**config.mk**
```make
export PLATFORM = sky130hd
export DESIGN_NAME = twq_front
export DESIGN_NICKNAME = d
export VERILOG_FILES = /design/src/hdl/twq_pkg.sv /design/src/hdl/twq_front.sv
export SDC_FILE = /design/constraint.sdc
export NUM_CORES = 1
export LEC_CHECK = 0
export BUFFER_PORTS_ARGS = -buffer_cell sky130_fd_sc_hd__buf_2
export CORE_ASPECT_RATIO = 0.75
export CORE_MARGIN = 1
export CORE_UTILIZATION = 25
export DETAILED_ROUTE_END_ITERATION = 16
export GPL_TIMING_DRIVEN = 0
export PLACE_DENSITY_LB_ADDON = 0.12
export REMOVE_ABC_BUFFERS = 1
export SLEW_MARGIN = 0
export SYNTH_ARGS = -nofsm -noshare
export SYNTH_HDL_FRONTEND = slang
export SYNTH_SLANG_ARGS = --single-unit
```
**constraint.sdc**
```tcl
create_clock -name clk -period 8.55 [get_ports clk]
set_clock_uncertainty 0.1 [all_clocks]
set_input_delay 0.4275 -clock clk [delete_from_list [all_inputs] [get_ports clk]]
set_output_delay 0.4275 -clock clk [all_outputs]
set_load 0.05 [all_outputs]
```
**src/hdl/twq_pkg.sv**
```systemverilog
package twq_pkg;

    localparam int QUEUE_DEPTH_DEF = 64;

    localparam int TIME_W     = 48;
    localparam int SEQ_W      = 16;
    localparam int POS_W      = 32;
    localparam int WOFS_W     = 32;
    localparam int ERR_W      = 8;
    localparam int TIMEOUT_W  = 32;
    localparam int CFG_DATA_W = 48;
    localparam int CFG_IDX_W  = 1;

    localparam logic [TIMEOUT_W-1:0] STARVE_RESET = 32'd500000;

    typedef enum logic [1:0] {
        REQ_PUSH  = 2'd0,
        REQ_EXEC  = 2'd1,
        REQ_TICK  = 2'd2,
        REQ_ESTOP = 2'd3
    } req_t;

    typedef enum logic [1:0] {
        ACT_RUN     = 2'd0,
        ACT_CANCEL  = 2'd1,
        ACT_FLUSH   = 2'd2,
        ACT_UNKNOWN = 2'd3
    } act_t;

    typedef enum logic [1:0] {
        KIND_ACK    = 2'd0,
        KIND_DRIVE  = 2'd1,
        KIND_REPORT = 2'd2
    } kind_t;

    typedef enum logic [1:0] {
        RSN_REACHED   = 2'd0,
        RSN_DONE      = 2'd1,
        RSN_CANCELLED = 2'd2,
        RSN_FAULT     = 2'd3
    } reason_t;

    typedef enum logic [CFG_IDX_W-1:0] {
        CFG_TIME_OFFSET    = 1'b0,
        CFG_STARVE_TIMEOUT = 1'b1
    } cfg_idx_t;

    typedef enum logic [2:0] {
        OP_PUSH   = 3'd0,
        OP_RUN    = 3'd1,
        OP_CANCEL = 3'd2,
        OP_FLUSH  = 3'd3,
        OP_REJECT = 3'd4,
        OP_TICK   = 3'd5,
        OP_ESTOP  = 3'd6,
        OP_DRVERR = 3'd7
    } op_t;

    typedef struct packed {
        op_t                      op;
        logic [TIME_W-1:0]        now_us;
        logic [SEQ_W-1:0]         wp_seq;
        logic signed [POS_W-1:0]  wp_position;
        logic [WOFS_W-1:0]        wp_time_offset_us;
        logic                     wp_inpos;
        logic                     buffered;
        logic [TIME_W-1:0]        start_time_us;
        logic [ERR_W-1:0]         drv_error_code;
    } cmd_t;

    typedef struct packed {
        logic [SEQ_W-1:0]         seq;
        logic signed [POS_W-1:0]  position;
        logic [WOFS_W-1:0]        offset;
        logic                     inpos;
    } entry_t;

    typedef struct packed {
        kind_t                    kind;
        logic                     accepted;
        logic signed [POS_W-1:0]  position;
        reason_t                  reason;
        logic [SEQ_W-1:0]         seq;
        logic [ERR_W-1:0]         error_code;
        logic                     stop_motor;
        logic                     last_of_run;
    } res_t;

endpackage

```
**src/hdl/twq_front.sv**
```systemverilog
module twq_front (
    input  logic                                clk,
    input  logic                                rst_n,
    input  logic                                in_valid,
    output logic                                in_stall,
    input  logic [1:0]                          req_type,
    input  logic [twq_pkg::TIME_W-1:0]          now_us,
    input  logic [twq_pkg::SEQ_W-1:0]           wp_seq,
    input  logic signed [twq_pkg::POS_W-1:0]    wp_position,
    input  logic [twq_pkg::WOFS_W-1:0]          wp_time_offset_us,
    input  logic                                wp_inpos,
    input  logic                                buffered,
    input  logic [1:0]                          exec_action,
    input  logic [twq_pkg::TIME_W-1:0]          start_time_us,
    input  logic                                fault_line,
    input  logic                                drv_status_valid,
    input  logic [twq_pkg::ERR_W-1:0]           drv_error_code,
    output logic                                cmd_valid,
    input  logic                                cmd_take,
    output twq_pkg::cmd_t                       cmd
);

    twq_pkg::cmd_t slot_reg [2];
    logic          wr_ptr_reg;
    logic          rd_ptr_reg;
    logic [1:0]    count_reg;
    twq_pkg::op_t  op;
    logic          push;

    always_comb
    begin
        unique case (req_type)
            twq_pkg::REQ_PUSH:
            begin
                op = twq_pkg::OP_PUSH;
            end
            twq_pkg::REQ_EXEC:
            begin
                case (exec_action)
                    twq_pkg::ACT_RUN:    op = twq_pkg::OP_RUN;
                    twq_pkg::ACT_CANCEL: op = twq_pkg::OP_CANCEL;
                    twq_pkg::ACT_FLUSH:  op = twq_pkg::OP_FLUSH;
                    default:             op = twq_pkg::OP_REJECT;
                endcase
            end
            twq_pkg::REQ_TICK:
            begin
                if (fault_line)
                begin
                    op = twq_pkg::OP_ESTOP;
                end
                else if (drv_status_valid && (drv_error_code != '0))
                begin
                    op = twq_pkg::OP_DRVERR;
                end
                else
                begin
                    op = twq_pkg::OP_TICK;
                end
            end
            default:
            begin
                op = twq_pkg::OP_ESTOP;
            end
        endcase
    end

    assign in_stall  = (count_reg == 2'd2);
    assign push      = in_valid && !in_stall;
    assign cmd_valid = (count_reg != 2'd0);
    assign cmd       = slot_reg[rd_ptr_reg];

    always_ff @(posedge clk)
    begin
        if (push)
        begin
            slot_reg[wr_ptr_reg] <= '{
                op:                op,
                now_us:            now_us,
                wp_seq:            wp_seq,
                wp_position:       wp_position,
                wp_time_offset_us: wp_time_offset_us,
                wp_inpos:          wp_inpos,
                buffered:          buffered,
                start_time_us:     start_time_us,
                drv_error_code:    drv_error_code
            };
        end
    end

    always_ff @(posedge clk or negedge rst_n)
    begin
        if (!rst_n)
        begin
            wr_ptr_reg <= 1'b0;
            rd_ptr_reg <= 1'b0;
            count_reg  <= 2'd0;
        end
        else
        begin
            if (push)
            begin
                wr_ptr_reg <= ~wr_ptr_reg;
            end
            if (cmd_take)
            begin
                rd_ptr_reg <= ~rd_ptr_reg;
            end
            if (push && !cmd_take)
            begin
                count_reg <= count_reg + 2'd1;
            end
            else if (!push && cmd_take)
            begin
                count_reg <= count_reg - 2'd1;
            end
        end
    end

endmodule

```
== Yosys cells after proc, flatten, opt, wreduce, memory -nomap -nowiden ==
Memory sizes are Yosys's and may differ from the RTL's.
Index checks and enable logic that the tools add are counted.

* Register bits after elaboration: 4
* Memory bits (writable): 378
* Input port bits: 196
* Output and inout bits: 191
* Memories: 1

* Add/sub/neg operators: 2
* Equality and inequality tests: 5
* Muxes and demuxes: 8
* Bitwise gates (word level): 2
* Reduce and logical (&&, ||, !) cells: 12

{| class="wikitable"
|+ Memory list
! name !! words !! width !! read ports !! clocked after Yosys merged registers in !! wr ports !! RTL line !! RTL
|-
| slot_reg || 2 || 189 || 1 || 0 || 1 || twq_front.sv:23 || <nowiki>twq_pkg::cmd_t slot_reg [2];</nowiki>
|}

{| class="wikitable"
|+ Operators by type and width
! cell !! count
|-
| case mux 3 bit (3 select lines) || 2
|-
| two-way mux 2 bit || 4
|-
| nonzero test 8 bit || 1
|-
| == test 2 bit, second input constant || 3
|-
| == test 2 x 1 -> 1 bit, second input constant || 2
|-
| logical AND 1 bit || 4
|-
| logical NOT 2 bit || 2
|-
| nonzero test 2 bit || 2
|-
| logical NOT 1 bit || 3
|-
| adder 2 x 1 -> 2 bit, second input constant || 1
|-
| two-way mux 1 bit || 2
|-
| NOT 1 bit || 2
|-
| subtractor 2 x 1 -> 2 bit, second input constant || 1
|}

== Longest topological paths before layout ==
Gate-level depths: netlist of run 1.

* Word-level depth: 7
* Gate-level depth with buffers: 7
* Gate-level depth less buffers: 7

== Least setup slack after synthesis of run 1 ==
OpenSTA, ideal clock, no wires.

* Kind: reg-to-reg
* From: register count_reg[0]
* To: memory slot_reg[0][0] in the netlist's numbering (enable)
* Data arrival time: 8.460 ns
* Required time: 7.709 ns
* Slack: -0.751 ns
* Cell stages (with the launch flop): 4
* Cells stage by stage: dfrtp_1 -> nand2b_1 -> nand2_1 -> nor2_1

* Longest elaborated chain between the ends: 5

{| class="wikitable"
|+ RTL lines
! element !! RTL line !! RTL
|-
| start: declaration || twq_front.sv:26 || <nowiki>logic [1:0] count_reg;</nowiki>
|-
| start signal: assignment || twq_front.sv:111 || <nowiki>count_reg <= count_reg + 2'd1;</nowiki>
|-
| start signal: assignment || twq_front.sv:115 || <nowiki>count_reg <= count_reg - 2'd1;</nowiki>
|-
| == test 2 bit || twq_front.sv:68 || <nowiki>assign in_stall = (count_reg == 2'd2);</nowiki>
|-
| logical NOT 1 bit || twq_front.sv:69 || <nowiki>assign push = in_valid && !in_stall;</nowiki>
|-
| logical AND 1 bit || twq_front.sv:69 ||
|-
| two-way mux 1 bit || twq_front.sv:75 || <nowiki>if (push)</nowiki>
|-
| two-way mux 1 bit (not written as such) || twq_front.sv:77 || <nowiki>slot_reg[wr_ptr_reg] <= '{</nowiki>
|-
| end: declaration || twq_front.sv:23 ||
|}

Every way passes these cells.

==> results of run 1 <==
## cell families (layout without fill, tap and decap cells)
group / after synthesis / count (layout) / share of synthesized area
flip-flops: 382 / 382 / 0.799
XOR/XNOR: 5 / 5 / 0.00306
buffers and inverters: 26 / 669 / 0.0139
AND/OR/NAND/NOR: 10 / 10 / 0.00367
AO/OA/AOI/OAI: 6 / 6 / 0.00227
multiplexers: 189 / 189 / 0.175
adder cells (fa/ha/maj): 4 / 4 / 0.00349
other: 0 / 2 / 0
## stage by stage
step                      setup TNS (ps)  instance area, um^2   util
after floorplan                  -141920                14200      -
after global placement          -1797910                17000  0.302
after detailed placement               0                17400  0.309
after CTS                              0                20600  0.365
after global routing                   0                20600  0.365
final                                  0                20600  0.365
## critical path: cells and delay by family, from the launching register on
| kind | cells | cell delay (ps) |
|---|---|---|
| buffers and inverters | 3 | 850 |
| muxes | 1 | 380 |
| DFF | 1 | 470 |
## routing by layer
| layer | share of wire | vias to the layer above | track usage |
|---|---|---|---|
| met3 | 0.092 | 58 | 0.0470 |
| met5 | 0.00040 | - | 0 |
| met4 | 0.024 | 2 | 0.0352 |
| met2 | 0.46 | 233 | 0.180 |
| li1 | - | 3713 | - |
| met1 | 0.42 | 3830 | 0.133 |
## cells in the mapped netlist
master	n
a21o_1	1
a21oi_1	2
and3_1	1
buf_2	9
buf_6	12
dfrtp_1	4
edfxtp_1	378
ha_1	4
inv_1	5
mux2_2	89
mux2_4	100
nand2_1	2
nand2b_1	1
nor2_1	3
o21ai_0	2
o21ai_1	1
or2_2	1
or4_1	2
xnor2_1	2
xor2_1	3
## final cells by class
cell class / instances / area, um^2
Clock buffer: 52 / 1110
Multi-Input combinational cell: 214 / 2700
Sequential cell: 382 / 11500
Antenna cell: 2 / 5.00
Tap cell: 731 / 915
Inverter: 5 / 18.8
Clock inverter: 23 / 169
Timing Repair Buffer: 589 / 4190
Fill cell: 5416 / 35700
## final timing paths
kind / start / end / slack, ps / cells past startpoint
min reg2reg: count_reg[1]$_DFFE_PN0P_ / count_reg[1]$_DFFE_PN0P_ / 400 / 1
max reg2reg: count_reg[0]$_DFFE_PN0P_ / slot_reg[0][118]$_DFFE_PP_ / 6050 / 7
max: rd_ptr_reg$_DFFE_PN0P_ / cmd[65] / 5640 / 4
max in group asynchronous: rst_n / rd_ptr_reg$_DFFE_PN0P_ / 8080 / 2
min in group asynchronous: rst_n / count_reg[1]$_DFFE_PN0P_ / 130 / 2
min: req_type[1] / slot_reg[0][188]$_DFFE_PP_ / 100 / 2
## power by group
group	internal, uW	switching, uW	total [uW]
Combinational	1050	2330	3380
Clock	981	719	1700
Sequential	2560	88.2	2640
Total	4590	3130	7720
==> impl_summary.md, run 1 <==
Run status
The run finished with clean final reports.

GRT
The first global-routing pass estimated 49,500 um of wire. The via count of the first global-routing pass is 8,610. The number of antenna violations at the first check in global routing is 3. Across every metal layer, demand over resource in global routing totals 0.111.

Entering global routing, the biggest net connects 57 pins. For this run the aggregate overflow at the end of global routing stands at 0.

Floorplan
The top-level port count is 387. The core region is 56,300 um^2. In this run the vertical extent of the chip is 209 um. The initialized floorplan defines 75 standard-cell rows. The width of the die is 278 um. The initial utilization of the core area, before any placement, comes to 0.255.

The total die area is 58,300 um^2.

Timing
The pin slew with the least headroom to its limit is 594 ps. Final hold analysis gives a worst-case slack of 102 ps. Setup violations remaining at the end of the flow were counted as 0. The minimum clock period after layout is 2910 ps. The final-report max-slew violation count is 0. Once routing completed, OpenROAD measured the worst setup slack at 5640 ps. Static timing analysis puts the maximum clock frequency at 344 MHz. Of the available clock period, the critical path in the final layout requires 0.340. The headroom to the max-slew limit is 0.604. The final number of hold-violating endpoints was 0. Setup repair after global routing left no endpoint under its margin.

Clock network
The clock insertion delay at the later pin of the skew report is 550 ps. For this design, the CTS-stage hold fixing added 188 buffers. Once the clock tree was built, the setup fixing pass inserted 0 buffers.

The clock transition time at the flip-flop clock pins of the worst setup and hold paths is 60 ps. TritonCTS created 43 clock buffers. The count of clock tree sinks is 382.

The clock tree root driver cell is clkbuf_16. The count of cells resized by post-cts repair is 0. Counting along the longest clock path gives a buffer depth of 3. The TritonCTS clock tree is built. The number of H-tree levels is 2.

Worst setup path
The worst setup path is of the reg2out kind. The required arrival time at the worst endpoint is 8020 ps. The endpoint kind of the worst setup timing path is an output pin. The slowest library cell on the worst path is dfrtp_4. The largest stage delay on the critical path is 470 ps. By instance count, the cell type seen most on the critical path is buf_16. The maximum fanout count along the critical path is 51. The launching element type of the critical path is a flip-flop. Traced cell by cell, the critical path runs through buf_16 > buf_16 > mux2_2 > buf_2. Data on the critical path arrives at its endpoint at 2380 ps.

Drt
The routed length per placed instance is 16.3 um. The length of the first detailed-routing pass in iterations is 4. The detail-routed via count per cell is 3.92. The first routing iteration left 266 violations. The overall via count from detail_route is 7,836.

The final wirelength is 32,600 um. The count of unresolved DRC violations after routing is 0. The remaining antenna violation count is 0.

Power and ir drop
Power spread over the standard cell area amounts to 376 nW/um^2. The total power draw is 7720 uW. The static leakage power is 0.00793 uW. The worst voltage drop across the vdd grid is 229 uV.

Yosys
The share of the Yosys chip area taken by registers is 0.799. The number of synthesized register bits is 382. The post-synthesis average cell area is 23.0 um^2. The library cell with the largest summed area after synthesis is edfxtp_1.

Synthesis handed over a netlist of 622 instances. The cell area after synthesis is 14,300 um^2. Yosys attributes the largest share of cell area to edfxtp_1, mux2_4, mux2_2. Yosys mapped the design onto 20 distinct sky130hd cell types. The share of synthesized area in the top cell type comes to 0.792. The synthesis warning total is 0.

Cells and area
The most common cell after layout, fill and taps aside is buf_2. Compared with the post-synthesis result, the final layout area differs by 43.4%. For this run, the number of standard cells in the final layout without fillers is 1,998.

The fraction of layout cells with a size suffix above 1 is 0.513. The library cells used most frequently in the layout, excluding fill and tap cells, are buf_2, edfxtp_1, dlygate4sd3_1, mux2_4, mux2_2. The net count of the finished layout is 1,435. The number of flip-flops in the largest register is 378.

Placement
Buffers placed on the I/O ports in this run total 386. The post-placement worst setup slack is 5970 ps. The wire-length estimate of the detail-placed layout is 21,300 um.

The congestion estimate from routability-driven global placement came to 0.682. The instance count after placement with tap cells included is 1,733.

Job
Max-cap violations in this run came to 0.

Worst hold path
The tightest min-delay check is of the in2reg type.
(Power assumes the default switching activity.)
==> run 2: changes to the inputs <==
==> constraint.sdc (replaced) <==
create_clock -name clk -period 3.1 [get_ports clk]
set_clock_uncertainty 0.1 [all_clocks]
set_input_delay 0.155 -clock clk [delete_from_list [all_inputs] [get_ports clk]]
set_output_delay 0.155 -clock clk [all_outputs]
set_load 0.05 [all_outputs]
==> impl_summary.md, run 2 (synthesized netlist as in run 1, its figures left out) <==
Power and ir drop
The part of the total power dissipated in combinational logic was 0.438 (about the same). The total power draw is 21,300 uW (+180%). The net switching share of the total power is 0.406 (about the same). The relative contribution of sequential cells to total power is 0.342 (about the same). The worst voltage drop across the vdd grid is 632 uV (+180%). The static leakage power is 0.00796 uW (+0.36%).

The relative contribution of the clock network to total power is 0.220 (about the same). The internal cell power is 12,700 uW (+180%). The ratio of total power to cell area is 1030 nW/um^2 (+170%). The switching component of the power is 8640 uW (+180%).

Timing
The headroom to the max-slew limit is 0.604 (about the same). The final number of hold-violating endpoints is 0 (unchanged). The share of the cycle needed by the critical path after routing is 0.850. The pin slew with the least headroom to its limit is 594 ps (+0.228 ps). The slack of the critical path is 464 ps (-5180 ps). Setup repair after global routing left no endpoint under its margin. The final-report max-slew violation count came to 0 (unchanged). The minimum clock period after layout is 2640 ps. Derived from the worst setup path, the maximum achievable clock frequency is 379 MHz. The count of final setup violators is 0 (unchanged).

GRT
The global-route wire length before repair was 49,600 um (+0.13%). The total global routing track utilization is 0.111 (about the same). The number of antenna violations at the first check in global routing was 3 (unchanged).

The via count of the first global-routing pass is 8,645 (+0.41%). The pin count of the biggest net entering global routing came to 57 (unchanged). The overall overflow remaining after global route came to 0 (unchanged).

Clock network
The number of buffers inserted to repair setup after CTS came to 0 (unchanged). The clock insertion delay at the later pin of the skew report was 550 ps (about the same). The count of clock tree sinks came to 382 (unchanged). The tree is rooted in a clkbuf_16.

The clock transition time at the flip-flop clock pins of the worst setup and hold paths came to 60 ps (about the same). The maximum root-to-sink buffer count is 3 (unchanged). TritonCTS built the clock tree.

The TritonCTS buffer count is 43 (unchanged). The number of H-tree levels is 2 (unchanged).

Drt
The length of the first detailed-routing pass in iterations was 4 (unchanged). The final wirelength is 32,700 um (about the same). The count of unresolved DRC violations after routing is 0 (unchanged).

The detail-routed via count per cell is 3.91 (-0.25%). The routed length per placed instance came to 16.3 um (-0.26%). The starting DRC count in detailed routing is 270 (+1.5%). The overall via count from detail_route is 7,844 (+0.10%).

The remaining antenna violation count is 0 (unchanged).

Floorplan
The height of the die was 209 um (unchanged). The total die area is 58,300 um^2 (unchanged). The top-level port count came to 387 (unchanged).

The effective utilization at floorplan is 0.255 (unchanged). The placement row count is 75 (unchanged). The floorplan core area is 56,300 um^2 (unchanged). The width of the die is 278 um (unchanged).

Cells and area
The sequential cell area is 11,500 um^2 (unchanged). The library cells used most frequently in the layout, excluding fill and tap cells, are buf_2, edfxtp_1, dlygate4sd3_1, mux2_4, mux2_2. The library cell used most frequently in the layout, excluding fill and tap cells, is buf_2. The post-layout utilization of the core is 0.366 (+0.00124). The number of flip-flops in the largest register is 378 (unchanged). The multi-input logic area is 2700 um^2 (unchanged). The growth of design area from synthesis to finish is 43.9%. The net count of the finished layout is 1,442 (+0.49%). The count of fill cells added during filler insertion is 5,408 (-0.15%).

The fraction of layout cells with a size suffix above 1 is 0.510 (-0.00282). The final instance count without filler cells is 2,005 (+0.35%).

Worst setup path
On the critical path, the stage with the largest delay is an instance of dfrtp_4. The launching element type of the critical path is a flip-flop. The maximum fanout count along the critical path is 51 (unchanged). The buffer and inverter count on the worst path is 3 (unchanged). Walking the worst path, the cells encountered are buf_16 > buf_16 > mux2_2 > buf_2. The worst reg-to-reg path cell count is 7 (unchanged). Among the stages of the critical path, the cell type that occurs most often is buf_16. The required arrival time at the worst endpoint is 2840 ps (-5180 ps).

The register-to-register setup slack came to 590 ps (-5460 ps). The kind of cell with the highest combined delay along the critical path is buffers and inverters. The endpoint kind of the worst setup timing path is an output pin. The worst setup path is of the reg2out kind. The startpoint identified for the worst register-to-register timing path is count_reg[0]$_DFFE_PN0P_. The endpoint identified for the worst register-to-register timing path is slot_reg[0][118]$_DFFE_PP_.

The data arrival at the endpoint of the critical path is 2380 ps (about the same). The largest stage delay on the critical path is 470 ps (about the same).

Placement
The number of port buffers is 386 (unchanged). The post-placement worst setup slack came to 518 ps (-5450 ps). The weighted congestion at the end of routability-driven global placement is 0.682 (unchanged).

The instance count after placement with tap cells included is 1,733 (unchanged). The half-perimeter wire length after placement was 21,300 um (unchanged).

Worst hold path
In this run the worst hold path is classified as in2reg. The worst hold path stage count was 4 (+2). The worst hold path terminates at slot_reg[1][186]$_DFFE_PP_. In this run the most critical hold path is launched from exec_action[1].

Run status
The run finished with clean final reports.

Job
The max-capacitance violation count is 0 (unchanged).
run 2: cell count changes in the layout (fill, tap and decap cells not counted):
cell	delta
dlygate4sd3_1	+7
run 2: worst max-delay path by stage:
stage / start / to / slack (ps) / depth (start not counted)
after floorplan: count_reg[0]$_DFFE_PN0P_ / slot_reg[0][0]$_DFFE_PP_ / -6200 / 3
final: rd_ptr_reg$_DFFE_PN0P_ / cmd[65] / 460 / 4
after detailed placement: count_reg[0]$_DFFE_PN0P_ / slot_reg[0][118]$_DFFE_PP_ / 520 / 7
after CTS: rd_ptr_reg$_DFFE_PN0P_ / cmd[65] / 400 / 4
after global placement: count_reg[0]$_DFFE_PN0P_ / slot_reg[0][118]$_DFFE_PP_ / -12710 / 3
after global routing: rd_ptr_reg$_DFFE_PN0P_ / cmd[65] / 360 / 4
run 2: metal layers:
| layer | track usage | share of wire | vias to the layer above |
|---|---|---|---|
| li1 | - | - | 3727 |
| met1 | 0.133 | 0.42 | 3822 |
| met2 | 0.180 | 0.46 | 234 |
| met3 | 0.0469 | 0.091 | 59 |
| met4 | 0.0352 | 0.024 | 2 |
| met5 | 0 | 0.00040 | - |
run 2: power groups by stage:
stage	Clock [uW]	Combinational, uW	Sequential [uW]
after floorplan	0	4870	7640
after global placement	0	4150	7150
after detailed placement	0	9310	7410
after CTS	4930	9540	7300
after global routing	5100	9820	7400
final	4690	9320	7290
run 2: through the flow:
step	hold WS [ps]	setup TNS (ps)	instance area (um^2)
after floorplan	-241	-2297440	14200
after global placement	-131	-4842010	17000
after detailed placement	-128	0	17400
after CTS	78.8	0	20600
after global routing	170	0	20600
final	125	0	20600
run 2: layout make-up:
| cell class | instances | share of cell area |
|---|---|---|
| Sequential cell | 382 | 0.555 |
| Timing Repair Buffer | 596 | 0.206 |
| Multi-Input combinational cell | 214 | 0.131 |
| Clock buffer | 52 | 0.0538 |
| Tap cell | 731 | 0.0443 |
| Clock inverter | 23 | 0.00819 |
| Inverter | 5 | 0.000910 |
| Antenna cell | 2 | 0.000243 |
run 2: worst reg2reg max path, stage by stage, from the launching register on:
cell and delay, ps:
dfrtp_1 400, nand2b_1 180, nand2_1 150, nor2_4 410, buf_12 270, buf_12 240, buf_12 250, buf_16 200
run 2: what timing repair did:
action	CTS	global route
gates resized for setup	0	0
hold buffers	195	0
endpoints found under the hold margin	385	0
